$ cat config.mk
export PLATFORM = sky130hd
export DESIGN_NAME = binned_heating_runtime_accumulator_core
export DESIGN_NICKNAME = d
export VERILOG_FILES = /design/src/hdl/bhra_pkg.sv /design/src/hdl/bhra_div.sv /design/src/hdl/bhra_store.sv /design/src/hdl/binned_heating_runtime_accumulator_core.sv
export SDC_FILE = /design/constraint.sdc
export NUM_CORES = 2
export LEC_CHECK = 0
export BUFFER_PORTS_ARGS = -buffer_cell sky130_fd_sc_hd__buf_2
export CAP_MARGIN = 20
export CORE_UTILIZATION = 45
export DETAILED_ROUTE_END_ITERATION = 12
export SLEW_MARGIN = 30
export SYNTH_ARGS = -nofsm -noshare
export SYNTH_HDL_FRONTEND = slang
export SYNTH_HIERARCHICAL = 1
export SYNTH_SLANG_ARGS = --single-unit
$ cat constraint.sdc
create_clock -name aclk -period 9.95 [get_ports aclk]
set_input_delay 0.4975 -clock aclk [delete_from_list [all_inputs] [get_ports aclk]]
set_output_delay 0.4975 -clock aclk [all_outputs]
set_load 0.01 [all_outputs]
$ cat src/hdl/bhra_pkg.sv
package bhra_pkg;

    // Shared divider sizing: longest dividend is degree-seconds times 32
    localparam int DIV_DVD_W = 53;
    localparam int DIV_DSR_W = 34;
    localparam int DIV_CNT_W = 6;

    // Quotient bits produced per division kind
    localparam logic [DIV_CNT_W-1:0] STEPS_BUCKET = 6'd12;
    localparam logic [DIV_CNT_W-1:0] STEPS_RATIO  = 6'd53;

    localparam logic [11:0] SECONDS_PER_HOUR = 12'd3600;

    // Degree-hours by reciprocal: ds / 3600 = ((ds >> 4) * ceil(2^52 / 225)) >> 52,
    // exact for every 44-bit operand; the product is built from four 22 x 23 bit terms
    localparam int          HOUR_OP_W  = 44;
    localparam int          HOUR_HALF  = 22;
    localparam int          HOUR_PP_W  = 45;
    localparam int          HOUR_ACC_W = 89;
    localparam int          HOUR_SHIFT = 52;
    localparam logic [44:0] HOUR_RECIP = 45'h1234_5678_9ABD;

    // Field widths
    localparam int TEMP_W  = 12;
    localparam int WIDTH_W = 10;
    localparam int GAP_W   = 16;
    localparam int TIME_W  = 32;
    localparam int DSEC_W  = 48;
    localparam int LOW_W   = 18;
    localparam int DH_W    = 37;
    localparam int RATIO_W = 16;
    localparam int PROD_W  = 28;

    // Configuration register indexes
    localparam logic [1:0] CFG_MIN_TEMP = 2'd0;
    localparam logic [1:0] CFG_WIDTH    = 2'd1;
    localparam logic [1:0] CFG_MAX_GAP  = 2'd2;

    typedef struct packed {
        logic                 start;
        logic [DIV_CNT_W-1:0] steps;
        logic [DIV_DVD_W-1:0] dividend;
        logic [DIV_DSR_W-1:0] divisor;
    } div_req_t;

    typedef struct packed {
        logic                 done;
        logic [DIV_DVD_W-1:0] quotient;
    } div_rsp_t;

endpackage

$ cat src/hdl/bhra_div.sv
module bhra_div
    import bhra_pkg::*;
(
    input  logic     aclk,
    input  logic     aresetn,
    input  div_req_t req,
    output div_rsp_t rsp
);

    logic [DIV_DSR_W-1:0] rem_reg, rem_next;
    logic [DIV_DVD_W-1:0] dvd_reg, dvd_next;
    logic [DIV_DVD_W-1:0] quo_reg, quo_next;
    logic [DIV_CNT_W-1:0] cnt_reg, cnt_next;
    logic                 busy_reg, busy_next;
    logic                 done_reg, done_next;
    logic [DIV_DSR_W:0]   trial;
    logic                 fits;

    // One restoring step: bring down the next dividend bit, subtract if it fits
    assign trial = {rem_reg, dvd_reg[DIV_DVD_W-1]};
    assign fits  = trial >= {1'b0, req.divisor};

    always_comb begin
        rem_next  = rem_reg;
        dvd_next  = dvd_reg;
        quo_next  = quo_reg;
        cnt_next  = cnt_reg;
        busy_next = busy_reg;
        done_next = 1'b0;
        if (req.start) begin
            rem_next  = '0;
            dvd_next  = req.dividend;
            quo_next  = '0;
            cnt_next  = req.steps;
            busy_next = 1'b1;
        end else if (busy_reg) begin
            rem_next = fits ? DIV_DSR_W'(trial - {1'b0, req.divisor})
                            : trial[DIV_DSR_W-1:0];
            dvd_next = {dvd_reg[DIV_DVD_W-2:0], 1'b0};
            quo_next = {quo_reg[DIV_DVD_W-2:0], fits};
            cnt_next = cnt_reg - 1'b1;
            if (cnt_reg == DIV_CNT_W'(1)) begin
                busy_next = 1'b0;
                done_next = 1'b1;
            end
        end
    end

    always_ff @(posedge aclk) begin
        if (!aresetn) begin
            busy_reg <= 1'b0;
            done_reg <= 1'b0;
            cnt_reg  <= '0;
        end else begin
            busy_reg <= busy_next;
            done_reg <= done_next;
            cnt_reg  <= cnt_next;
        end
    end

    always_ff @(posedge aclk) begin
        rem_reg <= rem_next;
        dvd_reg <= dvd_next;
        quo_reg <= quo_next;
    end

    assign rsp.done     = done_reg;
    assign rsp.quotient = quo_reg;

endmodule

$ cat src/hdl/bhra_store.sv
module bhra_store
    import bhra_pkg::*;
#(
    parameter int BUCKETS = 16,
    parameter int IDX_W   = 4
) (
    input  logic              aclk,
    input  logic              aresetn,
    input  logic [IDX_W-1:0]  rd_addr,
    output logic [TIME_W-1:0] rd_runtime,
    output logic [DSEC_W-1:0] rd_dsec,
    input  logic              wr_en,
    input  logic [IDX_W-1:0]  wr_addr,
    input  logic [TIME_W-1:0] wr_runtime,
    input  logic [DSEC_W-1:0] wr_dsec
);

    logic [TIME_W-1:0]  rt_mem [BUCKETS];
    logic [DSEC_W-1:0]  ds_mem [BUCKETS];
    logic [BUCKETS-1:0] valid_reg;
    logic [TIME_W-1:0]  rt_q_reg;
    logic [DSEC_W-1:0]  ds_q_reg;
    logic               hit_reg;

    // Write port
    always_ff @(posedge aclk) begin
        if (wr_en) begin
            rt_mem[wr_addr] <= wr_runtime;
            ds_mem[wr_addr] <= wr_dsec;
        end
    end

    // Mark written entries; reset makes every entry read as zero
    always_ff @(posedge aclk) begin
        if (!aresetn) begin
            valid_reg <= '0;
        end else if (wr_en) begin
            valid_reg[wr_addr] <= 1'b1;
        end
    end

    // Registered read port
    always_ff @(posedge aclk) begin
        rt_q_reg <= rt_mem[rd_addr];
        ds_q_reg <= ds_mem[rd_addr];
        hit_reg  <= valid_reg[rd_addr];
    end

    assign rd_runtime = hit_reg ? rt_q_reg : '0;
    assign rd_dsec    = hit_reg ? ds_q_reg : '0;

endmodule

$ cat src/hdl/binned_heating_runtime_accumulator_core.sv
// Channel  | Direction | Handshake          | Payload
// s_       | in        | s_tvalid/s_tready  | tuser: cmd; tdata: tick sample or read index
// m_       | out       | m_tvalid/m_tready  | tuser: index_ok; tdata: bucket figures
// cfg_     | in        | cfg_valid/cfg_ready| cfg_index, cfg_data
//
// A tick that credits nothing returns to idle; a crediting tick reads and writes its bucket, which
// the shared divider finds (12 quotient bits) when the outdoor offset is positive. A read past the
// last bucket goes straight to output; else it runs 4 multiply-accumulate steps for the hours, then
// 53 quotient bits for the ratio unless the runtime is zero. Every read then waits on m_tready.
// The input is not ready from acceptance until the item is finished.
// Synchronous reset; bucket stores are cleared by per-entry valid bits, no sweep.
module binned_heating_runtime_accumulator_core
    import bhra_pkg::*;
#(
    parameter int BUCKETS = 16
) (
    input  logic         aclk,
    input  logic         aresetn,
    // Input requests
    input  logic         s_tvalid,
    output logic         s_tready,
    input  logic [0:0]   s_tuser,    // [0] cmd
    // [0] heat_active, [12:1] indoor_temp, [13] indoor_valid, [25:14] outdoor_temp,
    // [26] outdoor_valid, [58:27] now_s, [66:59] bucket_index, [71:67] zero
    input  logic [71:0]  s_tdata,
    // Results
    output logic         m_tvalid,
    input  logic         m_tready,
    output logic [0:0]   m_tuser,    // [0] index_ok
    // [17:0] bucket_low_temp, [49:18] runtime_s, [86:50] degree_hours,
    // [102:87] dd_per_run_hour, [134:103] total_runtime_s, [135] zero
    output logic [135:0] m_tdata,
    // Configuration writes
    input  logic         cfg_valid,
    output logic         cfg_ready,
    input  logic [1:0]   cfg_index,
    input  logic [15:0]  cfg_data
);

    localparam int IDX_W = (BUCKETS > 1) ? $clog2(BUCKETS) : 1;

    typedef enum logic [9:0] {
        ST_IDLE  = 10'b0000000001,
        ST_TICK  = 10'b0000000010,
        ST_BDIV  = 10'b0000000100,
        ST_TRD   = 10'b0000001000,
        ST_TUPD  = 10'b0000010000,
        ST_READ  = 10'b0000100000,
        ST_RDATA = 10'b0001000000,
        ST_DH    = 10'b0010000000,
        ST_RATIO = 10'b0100000000,
        ST_OUT   = 10'b1000000000
    } state_t;

    state_t state_reg, state_next;

    // Configuration
    logic [TEMP_W-1:0]  min_temp_reg;
    logic [WIDTH_W-1:0] width_reg;
    logic [GAP_W-1:0]   max_gap_reg;

    // Accumulator state
    logic               prev_active_reg;
    logic [TIME_W-1:0]  last_time_reg;
    logic [TIME_W-1:0]  total_reg;

    // Captured request
    logic               heat_reg, ivalid_reg, ovalid_reg;
    logic [TEMP_W-1:0]  indoor_reg, outdoor_reg;
    logic [TIME_W-1:0]  now_reg;
    logic [7:0]         idx_reg;

    // Working registers
    logic [GAP_W-1:0]   dt_reg;
    logic [PROD_W-1:0]  prod_reg;
    logic [IDX_W-1:0]   bucket_reg;
    logic               ok_reg;
    logic [LOW_W-1:0]   low_reg;
    logic [TIME_W-1:0]  rt_reg;
    logic [DSEC_W-1:0]  ds_reg;
    logic [DH_W-1:0]    dh_reg;
    logic [RATIO_W-1:0] ratio_reg;
    logic [1:0]         dh_step_reg;
    logic [HOUR_ACC_W-1:0] dh_acc_reg;

    // Tick arithmetic
    logic               active;
    logic [TEMP_W:0]    temp_diff;
    logic [TEMP_W:0]    out_off;
    logic               out_off_pos;
    logic [TIME_W-1:0]  dt_raw;
    logic [GAP_W-1:0]   dt_cap;
    logic [WIDTH_W-1:0] width_div;
    logic [IDX_W-1:0]   bucket_q;
    logic [DSEC_W:0]    ds_sum;
    logic [DIV_DSR_W-1:0] rt_x3;
    logic               idx_in_range;
    logic [LOW_W-1:0]   low_calc;

    // Degree-hours multiply-accumulate
    logic [HOUR_OP_W-1:0]  hour_op;
    logic [HOUR_HALF-1:0]  hour_a;
    logic [HOUR_HALF:0]    hour_b;
    logic [HOUR_PP_W-1:0]  hour_pp;
    logic [HOUR_ACC_W-1:0] hour_term;
    logic [HOUR_ACC_W-1:0] hour_sum;

    // Store and divider hookup
    logic [IDX_W-1:0]   rd_addr;
    logic [TIME_W-1:0]  rd_runtime;
    logic [DSEC_W-1:0]  rd_dsec;
    logic               wr_en;
    logic [TIME_W-1:0]  wr_runtime;
    logic [DSEC_W-1:0]  wr_dsec;
    div_req_t           div_req;
    div_rsp_t           div_rsp;

    assign s_tready  = (state_reg == ST_IDLE);
    assign cfg_ready = 1'b1;

    // Active tick test and credited seconds
    assign active = heat_reg && ivalid_reg && ovalid_reg &&
                    ($signed(indoor_reg) > $signed(outdoor_reg));
    assign temp_diff = {indoor_reg[TEMP_W-1], indoor_reg}
                     - {outdoor_reg[TEMP_W-1], outdoor_reg};
    assign dt_raw = now_reg - last_time_reg;
    assign dt_cap = (dt_raw > {{(TIME_W-GAP_W){1'b0}}, max_gap_reg})
                  ? max_gap_reg : dt_raw[GAP_W-1:0];

    // Outdoor offset from the lowest bucket edge
    assign out_off = {outdoor_reg[TEMP_W-1], outdoor_reg}
                   - {min_temp_reg[TEMP_W-1], min_temp_reg};
    assign out_off_pos = !out_off[TEMP_W] && (out_off != '0);
    assign width_div = (width_reg == '0) ? WIDTH_W'(1) : width_reg;

    // Clamp the bucket quotient to the top bucket
    assign bucket_q = (div_rsp.quotient[11:0] >= 12'(BUCKETS))
                    ? IDX_W'(BUCKETS - 1) : div_rsp.quotient[IDX_W-1:0];

    assign ds_sum = {1'b0, rd_dsec} + {{(DSEC_W+1-PROD_W){1'b0}}, prod_reg};
    assign rt_x3  = {2'b00, rt_reg} + {1'b0, rt_reg, 1'b0};

    assign idx_in_range = (idx_reg < 8'(BUCKETS));
    assign low_calc = {{(LOW_W-TEMP_W){min_temp_reg[TEMP_W-1]}}, min_temp_reg}
                    + ({{(LOW_W-WIDTH_W){1'b0}}, width_reg} * {{(LOW_W-8){1'b0}}, idx_reg});

    // One partial product of (ds >> 4) times the hour reciprocal per step
    assign hour_op = ds_reg[DSEC_W-1:4];
    assign hour_a  = dh_step_reg[1] ? hour_op[HOUR_OP_W-1:HOUR_HALF] : hour_op[HOUR_HALF-1:0];
    assign hour_b  = dh_step_reg[0] ? HOUR_RECIP[HOUR_PP_W-1:HOUR_HALF]
                                    : {1'b0, HOUR_RECIP[HOUR_HALF-1:0]};
    assign hour_pp = {{(HOUR_HALF+1){1'b0}}, hour_a} * {{HOUR_HALF{1'b0}}, hour_b};

    // Align the partial product to its weight
    always_comb begin
        case (dh_step_reg)
            2'd0:    hour_term = {{(HOUR_ACC_W-HOUR_PP_W){1'b0}}, hour_pp};
            2'd3:    hour_term = {hour_pp, {(2*HOUR_HALF){1'b0}}};
            default: hour_term = {{HOUR_HALF{1'b0}}, hour_pp, {HOUR_HALF{1'b0}}};
        endcase
    end

    assign hour_sum = dh_acc_reg + hour_term;

    assign rd_addr    = (state_reg == ST_TRD) ? bucket_reg : idx_reg[IDX_W-1:0];
    assign wr_en      = (state_reg == ST_TUPD);
    assign wr_runtime = rd_runtime + {{(TIME_W-GAP_W){1'b0}}, dt_reg};
    assign wr_dsec    = ds_sum[DSEC_W] ? {DSEC_W{1'b1}} : ds_sum[DSEC_W-1:0];

    // Divider requests per state
    always_comb begin
        div_req = '0;
        case (state_reg)
            ST_TICK: begin
                div_req.start    = active && prev_active_reg && (dt_cap != '0) && out_off_pos;
                div_req.steps    = STEPS_BUCKET;
                div_req.dividend = {out_off[TEMP_W-1:0], {(DIV_DVD_W-TEMP_W){1'b0}}};
                div_req.divisor  = DIV_DSR_W'(width_div);
            end
            ST_BDIV: begin
                div_req.divisor  = DIV_DSR_W'(width_div);
            end
            ST_DH: begin
                div_req.start    = (dh_step_reg == 2'd3) && (rt_reg != '0);
                div_req.steps    = STEPS_RATIO;
                div_req.dividend = {ds_reg, 5'b00000};
                div_req.divisor  = rt_x3;
            end
            ST_RATIO: begin
                div_req.divisor  = rt_x3;
            end
            default: begin
                div_req = '0;
            end
        endcase
    end

    // Sequencer
    always_comb begin
        state_next = state_reg;
        case (state_reg)
            ST_IDLE: begin
                if (s_tvalid) state_next = s_tuser[0] ? ST_READ : ST_TICK;
            end
            ST_TICK: begin
                if (!(active && prev_active_reg && (dt_cap != '0))) begin
                    state_next = ST_IDLE;
                end else if (out_off_pos) begin
                    state_next = ST_BDIV;
                end else begin
                    state_next = ST_TRD;
                end
            end
            ST_BDIV: begin
                if (div_rsp.done) state_next = ST_TRD;
            end
            ST_TRD:  state_next = ST_TUPD;
            ST_TUPD: state_next = ST_IDLE;
            ST_READ: state_next = idx_in_range ? ST_RDATA : ST_OUT;
            ST_RDATA: state_next = ST_DH;
            ST_DH: begin
                if (dh_step_reg == 2'd3) state_next = (rt_reg != '0) ? ST_RATIO : ST_OUT;
            end
            ST_RATIO: begin
                if (div_rsp.done) state_next = ST_OUT;
            end
            ST_OUT: begin
                if (m_tready) state_next = ST_IDLE;
            end
            default: state_next = ST_IDLE;
        endcase
    end

    always_ff @(posedge aclk) begin
        if (!aresetn) begin
            state_reg <= ST_IDLE;
        end else begin
            state_reg <= state_next;
        end
    end

    // Configuration writes; unknown indexes drop
    always_ff @(posedge aclk) begin
        if (!aresetn) begin
            min_temp_reg <= 12'hEC0;
            width_reg    <= 10'd80;
            max_gap_reg  <= 16'd300;
        end else if (cfg_valid && cfg_ready) begin
            case (cfg_index)
                CFG_MIN_TEMP: min_temp_reg <= cfg_data[TEMP_W-1:0];
                CFG_WIDTH:    width_reg    <= cfg_data[WIDTH_W-1:0];
                CFG_MAX_GAP:  max_gap_reg  <= cfg_data[GAP_W-1:0];
                default:      ;
            endcase
        end
    end

    // Tick history and total runtime
    always_ff @(posedge aclk) begin
        if (!aresetn) begin
            prev_active_reg <= 1'b0;
            last_time_reg   <= '0;
            total_reg       <= '0;
        end else begin
            if (state_reg == ST_TICK) begin
                prev_active_reg <= active;
                last_time_reg   <= now_reg;
            end
            if (state_reg == ST_TUPD) begin
                total_reg <= total_reg + {{(TIME_W-GAP_W){1'b0}}, dt_reg};
            end
        end
    end

    // Payload capture and working registers
    always_ff @(posedge aclk) begin
        if (s_tvalid && s_tready) begin
            heat_reg    <= s_tdata[0];
            indoor_reg  <= s_tdata[12:1];
            ivalid_reg  <= s_tdata[13];
            outdoor_reg <= s_tdata[25:14];
            ovalid_reg  <= s_tdata[26];
            now_reg     <= s_tdata[58:27];
            idx_reg     <= s_tdata[66:59];
        end
        case (state_reg)
            ST_TICK: begin
                dt_reg     <= dt_cap;
                prod_reg   <= {{(PROD_W-TEMP_W){1'b0}}, temp_diff[TEMP_W-1:0]}
                            * {{(PROD_W-GAP_W){1'b0}}, dt_cap};
                bucket_reg <= '0;
            end
            ST_BDIV: begin
                if (div_rsp.done) bucket_reg <= bucket_q;
            end
            ST_READ: begin
                ok_reg    <= idx_in_range;
                low_reg   <= idx_in_range ? low_calc : '0;
                rt_reg    <= '0;
                ds_reg    <= '0;
                dh_reg    <= '0;
                ratio_reg <= '0;
            end
            ST_RDATA: begin
                rt_reg      <= rd_runtime;
                ds_reg      <= rd_dsec;
                dh_step_reg <= '0;
                dh_acc_reg  <= '0;
            end
            ST_DH: begin
                dh_acc_reg  <= hour_sum;
                dh_step_reg <= dh_step_reg + 2'd1;
                if (dh_step_reg == 2'd3) dh_reg <= hour_sum[HOUR_SHIFT +: DH_W];
            end
            ST_RATIO: begin
                if (div_rsp.done) begin
                    ratio_reg <= (div_rsp.quotient[DIV_DVD_W-1:RATIO_W] != '0)
                               ? {RATIO_W{1'b1}} : div_rsp.quotient[RATIO_W-1:0];
                end
            end
            default: ;
        endcase
    end

    // Result port
    assign m_tvalid = (state_reg == ST_OUT);
    assign m_tuser  = ok_reg;
    assign m_tdata  = {1'b0, ok_reg ? total_reg : {TIME_W{1'b0}},
                       ratio_reg, dh_reg, rt_reg, low_reg};

    bhra_store #(
        .BUCKETS (BUCKETS),
        .IDX_W   (IDX_W)
    ) u_store (
        .aclk       (aclk),
        .aresetn    (aresetn),
        .rd_addr    (rd_addr),
        .rd_runtime (rd_runtime),
        .rd_dsec    (rd_dsec),
        .wr_en      (wr_en),
        .wr_addr    (bucket_reg),
        .wr_runtime (wr_runtime),
        .wr_dsec    (wr_dsec)
    );

    bhra_div u_div (
        .aclk    (aclk),
        .aresetn (aresetn),
        .req     (div_req),
        .rsp     (div_rsp)
    );

endmodule
==> flow_summary.yaml <==
floorplanning:
  num_rows: 182
  initial_utilization_pct: 45.4
  die_height_um: 501
  io_pins: 236
  core_area_sq_um: 247000
  dieArea_sq_um: 251000
  die_width_um: 501
logic_synthesis:
  synth_warnings: 6
  muxShareOfSynthArea_pct: 8.43
  synth-main-ff-cell: "edfxtp_1"
  netlist_instances: 8864
  synthXorXnorAreaFrac_pct: 2.53
  ys_ff_latch: 1996
  synth_fa_ha_area_share_pct: 15.8
  postSynth.asyncResetShare_pct: 0
  synth_top_family_by_area: "adder cells"
  yosysTopAreaCellShare_pct: 45.3
  syn_area_sq_um: 112000
  seq_area_frac_synth_pct: 50.8
  synth_compound_area_share_pct: 8.42
  synth_edf_count: 1691
  avgSynthCellArea_sq_um: 12.6
  synth_area_leaders: "edfxtp_1 (45%), fa_1 (8.5%), ha_1 (7.3%), mux4_2 (6.5%), dfxtp_1 (5.4%)"
  synth_simple_gate_area_share_pct: 9.49
  yosys.area.top_type: "edfxtp_1"
  ys_types: 99
timing:
  finClkSkew_ps: 125
  layout_setup_ws_ps: -214
  hold_ws_ps: 121
  rsz0062_at_grt: "true"
  min_period_over_period_pct: 102
  relSlewSlack_pct: 31.9
  final_hold_viol_count: 0
  tightest_slew_ps: 1020
  period_needed_ps: 10160
  setup_violations: 24
  slew_violations: 0
  timing.fmax_mhz: 98.4
  fin_tns_setup_ps: -1820
placed_design:
  port-buffer-count: 228
  place_hpwl_mm: 219
  pre_cts_slack_ps: -805
  gp_congestion: 0.921
cells_and_area:
  area.sequential_sq_um: 56900
  area_growth_pct: 19.0
  final_cell_mix: "edfxtp_1 (1691), inv_1 (866), buf_4 (860)"
  multiInputGateArea_sq_um: 52200
  final_util_pct: 54.0
  final_common_cell: "edfxtp_1"
  nets: 11200
  largest_reg_flops: 768
  drive_gt1_share_pct: 22.5
  fill_cells: 20600
drt:
  drtIter0Drc: 6200
  vias: 74000
  detail_route.wl_per_cell_um: 23.7
  drtAntennaViolNets: 0
  viasPerCell: 5.50
  drcViolationCount: 0
  drt_pass1_iterations: 8
  wl_mm: 319
global_route:
  antenna_found_initial: 13
  grt_util_all_layers_pct: 25.4
  grt_overflow_total: 0
  grt_max_degree: 136
  grt_pass1_wl_mm: 479
  grt_pass1_vias: 75900
clock_network:
  cts_tree: "yes"
  cts-root-buf: "clkbuf_16"
  numClockSinks: 1996
  cts_buffers: 210
  h-tree-depth: 4
  cts.clk_slew.worst_paths_ps: 60
  clock_path_buffers: 3
  clock_latency_ps: 910
worst_hold_path:
  worstHoldStart: "aresetn"
  min_path_type: "input port to register"
  hold_depth: 2
  min_to: "u_store/valid_reg[14]"
critical_path:
  end_kind: "register"
  r2r_end: "dh_reg[33]"
  crit_path_start_kind: "register"
  critPathLaunch: "dh_step_reg[1]"
  crit_family: "adder cells"
  critical_path_class: "register to register"
  cp_num_buf_inv: 15
  cpPeakStageDelay_ps: 580
  reg2reg_setup_slack_ps: -210
  worst-r2r-cell-count: 46
  critPathRequiredTime_ps: 10500
  cpMaxStageDelayCell: "fa_1"
  worst_path_most_repeated_cell: "fa_1"
  critPathMaxFanout: 6
  arrival_ps: 10710
  rr_startpoint: "dh_step_reg[1]"
job:
  max-cap-violations: 0
run_status:
  violations: "negative setup slack"
  status: "complete, but fails checks"
==> per-stage QoR <==
stage                     cells  area (sq um)
final                     13500        133000
after global routing      13500        133000
after CTS                 13400        132000
after detailed placement  12900        122000
after global placement    12900        122000
after floorplan            8883        112000
==> worst max-delay path by stage <==
stage,cells after the start,end
2_1_floorplan,42,dh_acc_reg[85]
3_3_place_gp,41,prod_reg[27]
3_5_place_dp,43,dh_acc_reg[85]
4_1_cts,46,dh_reg[33]
5_1_grt,46,dh_reg[29]
6_report,46,dh_reg[33]
==> routing by layer <==
metal  vias up  share of wire [%]  track usage (%)
li1      34000                  -                -
met1     37500                 43             34.4
met2      2040                 48             42.3
met3       479                5.4             3.39
met4         6                3.3             7.88
met5         -              0.015                0
==> cell usage after synthesis, types with 47 or more instances <==
master and number:
nand2b_1 88, a21oi_1 308, xor2_1 150, nand3_1 83
mux4_2 324, xnor2_1 171, nor3_1 83, fa_1 475
mux2i_1 126, mux2_2 67, nand2_1 675, a21boi_0 80
a21o_1 158, a211oi_1 52, clkbuf_1 254, inv_1 909
nor2b_1 72, o21ai_0 235, a22oi_1 165, dfxtp_1 305
nand4_1 75, and2_1 363, o21a_1 87, ha_1 654
and3_1 47, nor2_1 524, edfxtp_1 1691
==> timing repair <==
item,CTS,global route
gates resized for setup,202,218
hold endpoints to repair,106,0
pin swaps,109,155
setup endpoints to repair,87,101
buffers inserted,41,47
hold buffers,86,0
gates cloned,3,0
==> area by class of cell <==
type / instances / area share [%]
Multi-Input combinational cell: 5600 / 39.1
Tap cell: 3312 / 3.11
Clock inverter: 138 / 1.39
Antenna cell: 5 / 0.00939
Timing Repair Buffer: 1225 / 6.93
Clock buffer: 261 / 4.15
Sequential cell: 1996 / 42.7
Inverter: 917 / 2.59
==> worst reg2reg max path, delay by kind of cell, from the launching register on <==
family / cells / cell delay (ps)
multiplexers: 1 / 150
adder cells (fa/ha/maj): 9 / 3910
flip-flops: 1 / 370
AO/OA/AOI/OAI: 13 / 2200
XOR/XNOR: 2 / 380
AND/OR/NAND/NOR: 6 / 980
buffers and inverters: 15 / 1890
==> logic make-up (layout without fill, tap and decap cells) <==
group | count (synthesis) | after routing
mux | 526 | 526
compound gates | 1413 | 1413
buf+inv | 1287 | 2541
flops | 1996 | 1996
xor+xnor | 322 | 322
fa+ha+maj | 1129 | 1129
simple gates | 2189 | 2189
other cells | 2 | 26
Power is left out: the tool's default activity adds up to more than one toggle a clock period on the data nets, which glitch-free logic cannot reach.
